<file path="config.mk">
export PLATFORM = sky130hd
export DESIGN_NAME = poly_voice_allocator
export DESIGN_NICKNAME = d
export VERILOG_FILES = /design/src/rtl/pva_pkg.sv /design/src/rtl/pva_ram.sv /design/src/rtl/poly_voice_allocator.sv
export SDC_FILE = /design/constraint.sdc
export NUM_CORES = 1
export LEC_CHECK = 0
export BUFFER_PORTS_ARGS = -buffer_cell sky130_fd_sc_hd__buf_2
export CAP_MARGIN = 20
export CELL_PAD_IN_SITES_DETAIL_PLACEMENT = 1
export CELL_PAD_IN_SITES_GLOBAL_PLACEMENT = 2
export CORE_MARGIN = 2
export CORE_UTILIZATION = 50
export CTS_BUF_LIST = sky130_fd_sc_hd__clkbuf_2 sky130_fd_sc_hd__clkbuf_4 sky130_fd_sc_hd__clkbuf_8
export CTS_CLUSTER_SIZE = 28
export DETAILED_ROUTE_END_ITERATION = 7
export PLACE_DENSITY = 0.79
export SKIP_LAST_GASP = 1
export SLEW_MARGIN = 20
export SYNTH_ARGS = -nofsm -noshare
export SYNTH_HDL_FRONTEND = slang
export SYNTH_HIERARCHICAL = 1
export SYNTH_SLANG_ARGS = --single-unit
</file>
<file path="constraint.sdc">
create_clock -name clk -period 8 [get_ports clk]
set_input_delay 0.8 -clock clk [delete_from_list [all_inputs] [get_ports clk]]
set_output_delay 0.8 -clock clk [all_outputs]
set_load 0.02 [all_outputs]
</file>
<file path="src/rtl/pva_pkg.sv">
// shared types and constants for the polyphonic voice allocator
`timescale 1ns / 1ps
`default_nettype none

package pva_pkg;

	localparam int MAX_VOICES = 16;
	localparam int VIDX_W     = 4;
	localparam int CNT_W      = $clog2(MAX_VOICES + 1);
	localparam int AV_W       = 5;
	localparam int ADDR_W     = 3;
	localparam int STAMP_W    = 32;
	localparam int NOTE_W     = 7;
	localparam int VEL_W      = 16;
	localparam int HELD_W     = 8;

	localparam logic [VEL_W-1:0]  VEL_FULL     = 16'd32768;
	localparam logic [AV_W-1:0]   AV_RESET     = 5'd8;
	localparam logic [HELD_W-1:0] HELD_MAX     = 8'd255;
	localparam logic [ADDR_W-1:0] ADDR_ACTIVE  = 3'd0;

	typedef enum logic [1:0] {
		OP_NOTE_ON  = 2'd0,
		OP_NOTE_OFF = 2'd1,
		OP_ALL_OFF  = 2'd2,
		OP_NONE     = 2'd3
	} opcode_t;

	typedef struct packed {
		logic [1:0]        opcode;
		logic [NOTE_W-1:0] note_number;
		logic [VEL_W-1:0]  note_velocity;
	} event_item_t;

	typedef struct packed {
		logic [VIDX_W-1:0] voice_index;
		logic              voice_valid;
		logic              any_gate;
		logic [HELD_W-1:0] held_count;
		logic [NOTE_W-1:0] recent_note;
		logic [VEL_W-1:0]  recent_velocity;
	} result_item_t;

	typedef struct packed {
		logic [NOTE_W-1:0]  note;
		logic [VEL_W-1:0]   velocity;
		logic [STAMP_W-1:0] stamp;
	} voice_rec_t;

endpackage

`default_nettype wire

</file>
<file path="src/rtl/pva_ram.sv">
// generic single-write, single-read ram with registered read data
`timescale 1ns / 1ps
`default_nettype none

module pva_ram #(
	parameter int W = 8,
	parameter int D = 16
) (
	input  wire logic                          clk,
	input  wire logic                          we,
	input  wire logic [(D > 1 ? $clog2(D) : 1)-1:0] waddr,
	input  wire logic [W-1:0]                  wdata,
	input  wire logic [(D > 1 ? $clog2(D) : 1)-1:0] raddr,
	output logic      [W-1:0]                  rdata
);

	logic [W-1:0] mem [D];

	always_ff @(posedge clk) begin
		if (we) begin
			mem[waddr] <= wdata;
		end
		rdata <= mem[raddr];
	end

endmodule

`default_nettype wire

</file>
<file path="src/rtl/poly_voice_allocator.sv">
// polyphonic voice allocator: note events in, voice assignments out
//
//  channel   direction  handshake                      payload
//  event     in         event_valid / event_ready      event_item_t
//  result    out        result_valid / result_ready    result_item_t
//  config    in         apb psel/penable/pwrite        active_voices at 0x0
//
// note on with a never-used voice, all-off and unused codes go from idle straight to finish
// note on with a full pool and note off first scan the voice ram in the scan state
// the scan reads one voice record per cycle through the single ram read port
// reset clears used/gate flags, stamp clock, counters; active_voices resets to 8
// a stalled result holds in the output register while the next item is accepted
`timescale 1ns / 1ps
`default_nettype none

module poly_voice_allocator
	import pva_pkg::*;
(
	input  wire logic         clk,
	input  wire logic         arst_n,
	input  wire logic         event_valid,
	output logic              event_ready,
	input  wire event_item_t  event_item,
	output logic              result_valid,
	input  wire logic         result_ready,
	output result_item_t      result_item,
	input  wire logic         psel,
	input  wire logic         penable,
	input  wire logic         pwrite,
	input  wire logic [ADDR_W-1:0] paddr,
	input  wire logic [31:0]  pwdata,
	output logic      [31:0]  prdata,
	output logic              pready
);

	typedef enum logic [1:0] {
		ST_IDLE,
		ST_SCAN,
		ST_FINISH
	} state_t;

	state_t state_q;

	logic [AV_W-1:0]       av_q;
	logic [MAX_VOICES-1:0] used_q;
	logic [MAX_VOICES-1:0] gate_q;
	logic [STAMP_W-1:0]    clock_q;
	logic [HELD_W-1:0]     held_q;
	logic                  ggate_q;
	logic [NOTE_W-1:0]     last_note_q;
	logic [VEL_W-1:0]      last_vel_q;

	opcode_t               op_q;
	logic [NOTE_W-1:0]     note_q;
	logic [VEL_W-1:0]      vel_q;
	logic [CNT_W-1:0]      cnt_q;
	logic                  rd_vld_s1;
	logic [VIDX_W-1:0]     idx_s1;
	logic                  a_found_q;
	logic [VIDX_W-1:0]     a_idx_q;
	logic [STAMP_W-1:0]    a_stamp_q;
	logic                  b_found_q;
	logic [VIDX_W-1:0]     b_idx_q;
	logic [STAMP_W-1:0]    b_stamp_q;
	logic                  chosen_q;
	logic [VIDX_W-1:0]     chosen_idx_q;

	logic                  out_valid_q;
	result_item_t          out_q;

	logic [CNT_W-1:0]      pool_n;
	logic                  free_found;
	logic [VIDX_W-1:0]     free_idx;
	logic [VEL_W-1:0]      vel_sat;
	logic                  cfg_wr;
	logic                  accept;
	logic                  issue;
	logic                  out_free;
	logic                  ram_we;
	voice_rec_t            ram_wdata;
	voice_rec_t            ram_rdata;
	logic                  a_hit;
	logic                  b_hit;
	logic [HELD_W-1:0]     held_next;
	logic                  ggate_next;
	logic                  ev_on;
	logic                  ev_off;
	logic                  take_free;
	logic                  start_scan;

	assign pready       = 1'b1;
	assign cfg_wr       = psel && penable && pwrite && (paddr == ADDR_ACTIVE);
	assign prdata       = (paddr == ADDR_ACTIVE) ? {27'd0, av_q} : 32'd0;
	assign event_ready  = (state_q == ST_IDLE);
	assign accept       = event_valid && event_ready;
	assign result_valid = out_valid_q;
	assign result_item  = out_q;
	assign out_free     = !out_valid_q || result_ready;

	assign pool_n = (av_q > AV_W'(MAX_VOICES)) ? CNT_W'(MAX_VOICES) : CNT_W'(av_q);

	assign vel_sat = (event_item.note_velocity == '0 || event_item.note_velocity > VEL_FULL)
		? VEL_FULL : event_item.note_velocity;

	always_comb begin
		free_found = 1'b0;
		free_idx   = '0;
		for (int v = MAX_VOICES - 1; v >= 0; v--) begin
			if (!used_q[v] && (CNT_W'(v) < pool_n)) begin
				free_found = 1'b1;
				free_idx   = VIDX_W'(v);
			end
		end
	end

	assign ev_on      = (opcode_t'(event_item.opcode) == OP_NOTE_ON);
	assign ev_off     = (opcode_t'(event_item.opcode) == OP_NOTE_OFF);
	assign take_free  = ev_on && (pool_n != '0) && free_found;
	assign start_scan = (pool_n != '0) && ((ev_on && !free_found) || ev_off);

	assign issue = (state_q == ST_SCAN) && (cnt_q < pool_n);

	// free gate-off voice for note on, gated note match for note off
	always_comb begin
		if (op_q == OP_NOTE_ON) begin
			a_hit = !gate_q[idx_s1];
		end else begin
			a_hit = gate_q[idx_s1] && (ram_rdata.note == note_q);
		end
		a_hit = a_hit && (!a_found_q || ram_rdata.stamp < a_stamp_q);
		b_hit = !b_found_q || ram_rdata.stamp < b_stamp_q;
	end

	assign ram_we = (state_q == ST_FINISH) && out_free && (op_q == OP_NOTE_ON) && chosen_q;
	assign ram_wdata = '{note: note_q, velocity: vel_q, stamp: clock_q + 1'b1};

	always_comb begin
		held_next  = held_q;
		ggate_next = ggate_q;
		unique case (op_q)
			OP_NOTE_ON: begin
				held_next  = (held_q < HELD_MAX) ? held_q + 1'b1 : held_q;
				ggate_next = 1'b1;
			end
			OP_NOTE_OFF: begin
				held_next  = (held_q != '0) ? held_q - 1'b1 : held_q;
				ggate_next = (held_next != '0);
			end
			OP_ALL_OFF: begin
				held_next  = '0;
				ggate_next = 1'b0;
			end
			OP_NONE: begin
				held_next  = held_q;
				ggate_next = ggate_q;
			end
			default: begin
				held_next  = held_q;
				ggate_next = ggate_q;
			end
		endcase
	end

	pva_ram #(
		.W($bits(voice_rec_t)),
		.D(MAX_VOICES)
	) u_voice_ram (
		.clk  (clk),
		.we   (ram_we),
		.waddr(chosen_idx_q),
		.wdata(ram_wdata),
		.raddr(cnt_q[VIDX_W-1:0]),
		.rdata(ram_rdata)
	);

	always_ff @(posedge clk or negedge arst_n) begin
		if (!arst_n) begin
			state_q     <= ST_IDLE;
			av_q        <= AV_RESET;
			used_q      <= '0;
			gate_q      <= '0;
			clock_q     <= '0;
			held_q      <= '0;
			ggate_q     <= 1'b0;
			last_note_q <= '0;
			last_vel_q  <= '0;
			rd_vld_s1   <= 1'b0;
			out_valid_q <= 1'b0;
			op_q        <= OP_NONE;
			cnt_q       <= '0;
			a_found_q   <= 1'b0;
			b_found_q   <= 1'b0;
			chosen_q    <= 1'b0;
		end else begin
			if (out_valid_q && result_ready && state_q != ST_FINISH) begin
				out_valid_q <= 1'b0;
			end
			if (cfg_wr) begin
				av_q    <= pwdata[AV_W-1:0];
				used_q  <= '0;
				gate_q  <= '0;
				clock_q <= '0;
			end
			rd_vld_s1 <= issue;
			idx_s1    <= cnt_q[VIDX_W-1:0];
			unique case (state_q)
				ST_IDLE: begin
					if (accept) begin
						op_q      <= opcode_t'(event_item.opcode);
						note_q    <= event_item.note_number;
						vel_q     <= vel_sat;
						cnt_q     <= '0;
						a_found_q <= 1'b0;
						b_found_q <= 1'b0;
						if (start_scan) begin
							state_q      <= ST_SCAN;
							chosen_q     <= 1'b0;
							chosen_idx_q <= '0;
						end else begin
							state_q      <= ST_FINISH;
							chosen_q     <= take_free;
							chosen_idx_q <= take_free ? free_idx : '0;
						end
					end
				end
				ST_SCAN: begin
					if (issue) begin
						cnt_q <= cnt_q + 1'b1;
					end
					if (rd_vld_s1) begin
						if (a_hit) begin
							a_found_q <= 1'b1;
							a_idx_q   <= idx_s1;
							a_stamp_q <= ram_rdata.stamp;
						end
						if (b_hit) begin
							b_found_q <= 1'b1;
							b_idx_q   <= idx_s1;
							b_stamp_q <= ram_rdata.stamp;
						end
					end else if (!issue) begin
						state_q <= ST_FINISH;
						if (op_q == OP_NOTE_ON) begin
							chosen_q     <= 1'b1;
							chosen_idx_q <= a_found_q ? a_idx_q : b_idx_q;
						end else begin
							chosen_q     <= a_found_q;
							chosen_idx_q <= a_found_q ? a_idx_q : '0;
						end
					end
				end
				ST_FINISH: begin
					if (out_free) begin
						state_q     <= ST_IDLE;
						out_valid_q <= 1'b1;
						held_q      <= held_next;
						ggate_q     <= ggate_next;
						out_q.voice_index <= chosen_q ? chosen_idx_q : '0;
						out_q.voice_valid <= chosen_q;
						out_q.any_gate    <= ggate_next;
						out_q.held_count  <= held_next;
						out_q.recent_note     <= (op_q == OP_NOTE_ON) ? note_q : last_note_q;
						out_q.recent_velocity <= (op_q == OP_NOTE_ON) ? vel_q : last_vel_q;
						unique case (op_q)
							OP_NOTE_ON: begin
								last_note_q <= note_q;
								last_vel_q  <= vel_q;
								if (chosen_q) begin
									clock_q <= clock_q + 1'b1;
									used_q[chosen_idx_q] <= 1'b1;
									gate_q[chosen_idx_q] <= 1'b1;
								end
							end
							OP_NOTE_OFF: begin
								if (chosen_q) begin
									gate_q[chosen_idx_q] <= 1'b0;
								end
							end
							OP_ALL_OFF: begin
								gate_q <= '0;
							end
							OP_NONE: begin
							end
							default: begin
							end
						endcase
					end
				end
				default: begin
					state_q <= ST_IDLE;
				end
			endcase
		end
	end

	// a gated voice has always been assigned since the last pool clear
	a_gate_used: assert property (@(posedge clk) disable iff (!arst_n)
		(gate_q & ~used_q) == '0)
		else $error("gated voice not marked used");

	a_gate_count: assert property (@(posedge clk) disable iff (!arst_n)
		out_valid_q |-> (out_q.any_gate == (out_q.held_count != '0)))
		else $error("global gate disagrees with held count");

	a_index_in_pool: assert property (@(posedge clk) disable iff (!arst_n)
		(state_q == ST_FINISH && chosen_q) |-> (CNT_W'(chosen_idx_q) < pool_n))
		else $error("chosen voice outside pool");

	a_read_in_scan: assert property (@(posedge clk) disable iff (!arst_n)
		rd_vld_s1 |-> (state_q == ST_SCAN))
		else $error("voice read returned outside scan");

	a_write_after_scan: assert property (@(posedge clk) disable iff (!arst_n)
		ram_we |-> !rd_vld_s1 && !issue)
		else $error("voice write overlaps scan");

endmodule

`default_nettype wire

</file>
==> results.yml, run 1 <==
grt:
  grt_overflow: 0
  grt_usage_pct: 24.00
  grt_pass1_vias: 22840
  antenna_found_initial: 1
  grt_pass1_wl_um: 139000
  grt_max_degree: 117
setup_path:
  crit_fanout: 46
  critical_path.max_stage_delay_ps: 880
  cp-start-kind: "flip-flop"
  critPathRequiredTime_ps: 8440
  path_delay_family: "simple AND/OR/NAND/NOR gates"
  crit_path_cell_trace: "nand2b_1 -> nor2b_1 -> nand3_2 -> buf_4 -> inv_1 -> buf_4 -> or3b_1 -> nor2_4 -> buf_4"
  crit_top_cell: "buf_4"
  timing_worst_setup_path_type: "reg2reg"
  r2r-end: "u_voice_ram/mem[1][19]"
  ff2ff_path_depth: 9
  reg2reg_from: "state_q[0]"
  crit_slowest_cell: "nor2_4"
  crit_buf_inv: 4
  cp.arrival_ps: 5160
  rrSetupSlack_ps: 3280
  endpoint_kind: "flip-flop"
worst_hold_path:
  hold_path_end: "note_q[3]"
  hold_class: "in2reg"
  hold-path-cell-count: 1
  worstHoldStart: "event_item[19]"
routing:
  vias_per_cell: 5.909
  drtAntennaViolNets: 0
  remaining_drc_errors: 0
  vias: 20780
  wl_per_cell_um: 25.71
  routed_wl_um: 90410
  drt-initial-drc-count: 1544
  drt_pass1_iterations: 5
die:
  die_x_um: 278.2
  rows: 100
  dieArea_um2: 77400
  initial_core_util_pct: 50.50
  die_h_um: 278.2
  coreArea_um2: 74450
  io-pin-count: 139
clocking:
  clk_path_buf_depth: 3
  clock_latency_ps: 790
  cts_tree: "built"
  clock-sinks: 918
  cts_inserted_buffers: 149
  clk_pin_slew_ps: 60
  htreeDepth: 4
  clockRootBuffer: "clkbuf_8"
synthesis:
  synthesis.area_um2: 37600
  syn_inst: 2272
  ys.warnings.count: 6
  synthesis.area_per_instance_um2: 16.55
final_layout:
  drive_gt1_share_pct: 25.01
  layout_common_cells: "edfxtp_1 (764), nand2_1 (204), mux4_2 (161)"
  area_growth_pct: 12.43
  fill_cells: 6874
  fin_nets: 2566
  final_common_cell: "edfxtp_1"
  layout.cells.non_filler: 3517
place:
  routabilityCongestion: 0.7672
  hpwl_um: 53590
  pre_cts_ws_ps: 2839
  place_inst: 3243
  io_buffers: 83
sta:
  fin_crit_sh_pct: 58.99
  relSlewSlack_pct: 21.95
  finalCriticalPeriod_ps: 4719
  setup_viol: 0
  worst_slack_ps: 3281
  max_freq_ghz: 0.2119
  timing.hold.ws_ps: 195.4
  drv_slew: 0
  hold_viol_final: 0
  finalClockSkew_ps: 40.41
  rsz0062_at_grt: "no"
  worst_slew_pin_slew_ps: 1168
  tns_ps: 0
outcome:
  outcome: "finished, final reports clean"
job:
  maxCapViolations: 0
power:
  p_leak_nw: 15.72
  vdd_drop_max_mv: 0.1716
  p_per_area_nw_per_um2: 273.2
[worst reg2reg max path, delay by kind of cell (launching register included)]
kind	cells	cell delay, ps
flip-flops	1	470
AND/OR/NAND/NOR	5	2620
buffers and inverters	4	1270
[area by class of cell]
class	instances	area [um^2]	area share, %
antenna	1	2.502	0.005920
clock inverter	50	304.0	0.7193
clock buffer	220	2640	6.246
timing repair buffer	124	785.8	1.859
sequential	918	26610	62.96
tap	969	1212	2.868
inverter	78	292.8	0.6926
multi-input combinational	1157	10420	24.65
[stage by stage]
| step | instance area (um^2) | utilization [%] | total power [W] |
|---|---|---|---|
| floorplan | 37690 | - | 0.007045 |
| global placement | 39040 | 52.44 | 0.007530 |
| detailed placement | 39080 | 52.49 | 0.007619 |
| CTS | 42030 | 56.46 | 0.01167 |
| global route | 42270 | 56.78 | 0.01207 |
| finish | 42270 | 56.78 | 0.01155 |
[flip-flops by register name, summed over array words and instances (netlist names), 32 cells and up]
name / flops
a_stamp_q: 32
result_item: 37
u_voice_ram/rdata: 39
clock_q: 32
u_voice_ram/mem: 624
b_stamp_q: 32
[layer usage]
layer | up-vias | track usage [%] | part of all wire (%)
li1 | 9108 | - | -
met4 | 0 | 7.859 | 2.5
met5 | - | 0 | 0
met3 | 159 | 4.197 | 4.6
met1 | 10990 | 31.80 | 42
met2 | 525 | 40.55 | 51
[where the power goes]
| group | leakage (nW) | internal, W | switching (W) | total (W) |
|---|---|---|---|---|
| clock network | 1.57 | 0.00218 | 0.00184 | 0.00402 |
| registers | 9.36 | 0.00558 | 0.000309 | 0.00589 |
| logic | 4.79 | 0.000649 | 0.000990 | 0.00164 |
| total | 15.7 | 0.00841 | 0.00314 | 0.0115 |
[timing repair]
action	4_1_cts	5_1_grt
gates resized for setup	0	0
hold buffers	1	0
buffers inserted	0	0
hold endpoints to repair	7	0
[how the worst max path moves through the flow]
| stage | end | startpoint | cells after the start | slack (ps) |
|---|---|---|---|---|
| 2_1_floorplan | u_voice_ram/mem[0][0] | result_ready | 7 | 2600 |
| 3_3_place_gp | u_voice_ram/mem[1][15] | result_ready | 10 | 2940 |
| 3_5_place_dp | u_voice_ram/mem[1][17] | result_ready | 10 | 2840 |
| 4_1_cts | u_voice_ram/mem[1][19] | state_q[0] | 9 | 3250 |
| 5_1_grt | u_voice_ram/mem[1][19] | state_q[0] | 9 | 3030 |
| 6_report | u_voice_ram/mem[1][19] | state_q[0] | 9 | 3280 |
No activity file was read; power rests on OpenSTA's default activity.
==> inputs of run 2 (changes only) <==
Settings changed: CORE_UTILIZATION 50 to 45, PLACE_DENSITY 0.79 to 0.75.
Clock period 8 ns to 4.1 ns, I/O delays scaled along.
==> results.yml, run 2 (synthesized netlist as in run 1, its figures left out) <==
setup_path:
  ff2ff_path_depth: 9
  path_delay_family: "compound AO/OA/AOI/OAI gates"
  crit_slowest_cell: "a211oi_1"
  r2r-end: "a_stamp_q[1]"
  critPathRequiredTime_ps: 4580
  rrSetupSlack_ps: 780
  reg2reg_from: "a_stamp_q[5]"
  crit_fanout: 36
  crit_path_cell_trace: "inv_1 -> ha_1 -> a22oi_1 -> nand4b_1 -> a41o_1 -> a211oi_1 -> o21ai_0 -> a211oi_4 -> buf_12"
  cp.arrival_ps: 3800
  endpoint_kind: "flip-flop"
  critical_path.max_stage_delay_ps: 510
  timing_worst_setup_path_type: "reg2reg"
  crit_buf_inv: 2
  cp-start-kind: "flip-flop"
final_layout:
  layout_common_cells: "edfxtp_1 (764), nand2_1 (204), clkbuf_8 (170)"
  seqCellArea_um2: 26610
  fin_util_pct: 52.07
  fill_cells: 7821
  largest_register: "u_voice_ram/mem"
  area_growth_pct: 15.17
  fin_nets: 2630
  final_common_cell: "edfxtp_1"
  largest_register_ffs: 624
  multi_input_area_um2: 10330
  drive_gt1_share_pct: 25.07
routing:
  vias: 21140
  vias_per_cell: 5.709
  remaining_drc_errors: 0
  wl_met1_um: 39440
  routed-wl-met2_um: 46160
  drtAntennaViolNets: 0
  routed_wl_um: 92490
  wl_per_cell_um: 24.98
  top_layer: "met5"
  drt-initial-drc-count: 1570
  wl_met3_um: 4787
  drt_pass1_iterations: 7
grt:
  grt_max_degree: 91
  grt_pass1_wl_um: 140600
  grt_pass1_vias: 23100
  grt_overflow: 0
  grt_usage_pct: 21.95
  antenna_found_initial: 3
power:
  swShare_pct: 27.56
  vdd_drop_max_mv: 0.3044
  power_frac_clock_pct: 36.1
  net-switching-power_w: 0.006354
  pwr-share-seq_pct: 49.9
  power.internal_w: 0.01670
  p_per_area_nw_per_um2: 532.5
  combPwrFrac_pct: 14.1
  p_leak_nw: 16.07
place:
  pre_cts_ws_ps: 782.9
  routabilityCongestion: 0.7869
  hpwl_um: 53080
  io_buffers: 83
sta:
  relSlewSlack_pct: 27.83
  fin_crit_sh_pct: 80.99
  drv_slew: 0
  finalClockSkew_ps: 56.87
  finalCriticalPeriod_ps: 3321
  setup_viol: 0
  worst_slew_pin_slew_ps: 1069
  rsz0062_at_grt: "no"
  tns_ps: 0
  hold_viol_final: 0
  worst_slack_ps: 779.4
  max_freq_ghz: 0.3011
clocking:
  htreeDepth: 4
  cts_resized: 0
  clockRootBuffer: "clkbuf_8"
  clk_pin_slew_ps: 60
  clock-sinks: 918
  postCtsSetupBuffers: 0
  clock_latency_ps: 830
  cts_inserted_buffers: 153
  clk_path_buf_depth: 3
  cts_tree: "built"
  postCtsHoldBufs: 43
die:
  rows: 106
  dieArea_um2: 85880
  coreArea_um2: 83160
  die_x_um: 293.0
  die_h_um: 293.0
  io-pin-count: 139
  initial_core_util_pct: 45.21
worst_hold_path:
  hold_class: "in2async"
outcome:
  outcome: "finished, final reports clean"
job:
  maxCapViolations: 0
-- run 2: cell types whose count changed in the layout (fill, tap and decap cells not counted), moves of 6 or more --
cell,previous run,this run
buf_12,3,18
clkbuf_8,158,170
clkbuf_4,62,55
xnor2_2,22,8
dlygate4sd3_1,1,43
inv_8,0,6
clkinv_2,13,20
xnor2_1,1,15
-- run 2: final cells by class --
type | instances | area share, %
repair buffers | 184 | 3.494
well taps | 1080 | 3.121
inverters | 78 | 0.6762
diodes | 2 | 0.01156
clock inverters | 59 | 1.029
clock buffers | 225 | 6.357
multi-input cells | 1157 | 23.85
flip-flops and latches | 918 | 61.46
-- run 2: stage by stage --
step,total power [W],hold slack [ps],std cells,area [um^2]
floorplan,0.01375,114.4,2298,37720
global placement,0.01475,278.6,3374,39560
detailed placement,0.01492,280.1,3374,39560
CTS,0.02332,125.3,3701,43190
global route,0.02410,162.6,3703,43300
finish,0.02306,186.9,3703,43300
-- run 2: power groups by stage --
stage          sequential [W]  combinational (W)  clock (W)
6_report               0.0115            0.00325    0.00831
3_5_place_dp           0.0117            0.00323          0
4_1_cts                0.0115            0.00328    0.00854
5_1_grt                0.0116            0.00360    0.00891
3_3_place_gp           0.0116            0.00311          0
2_1_floorplan          0.0114            0.00232          0
-- run 2: layer usage --
metal	up-vias	GRT usage [%]
met5	-	0
li1	9267	-
met4	2	6.829
met1	11120	29.20
met2	607	36.65
met3	147	4.236
-- run 2: worst max path at each step --
stage	from	endpoint	slack, ps	cells past startpoint
after floorplan	state_q[0]	u_voice_ram/mem[1][0]	9	8
after global placement	a_stamp_q[5]	a_stamp_q[2]	800	9
after detailed placement	a_stamp_q[5]	a_stamp_q[1]	780	9
after CTS	a_stamp_q[5]	a_stamp_q[27]	720	9
after global routing	a_stamp_q[5]	a_stamp_q[27]	540	9
final	a_stamp_q[5]	a_stamp_q[1]	780	9
-- run 2: worst reg2reg max path, cell delays in order, from the launching register on --
cell and delay (ps):
edfxtp_1 320, inv_1 40, ha_1 330, a22oi_1 210
nand4b_1 120, a41o_1 230, a211oi_1 510, o21ai_0 490
a211oi_4 390, buf_12 270
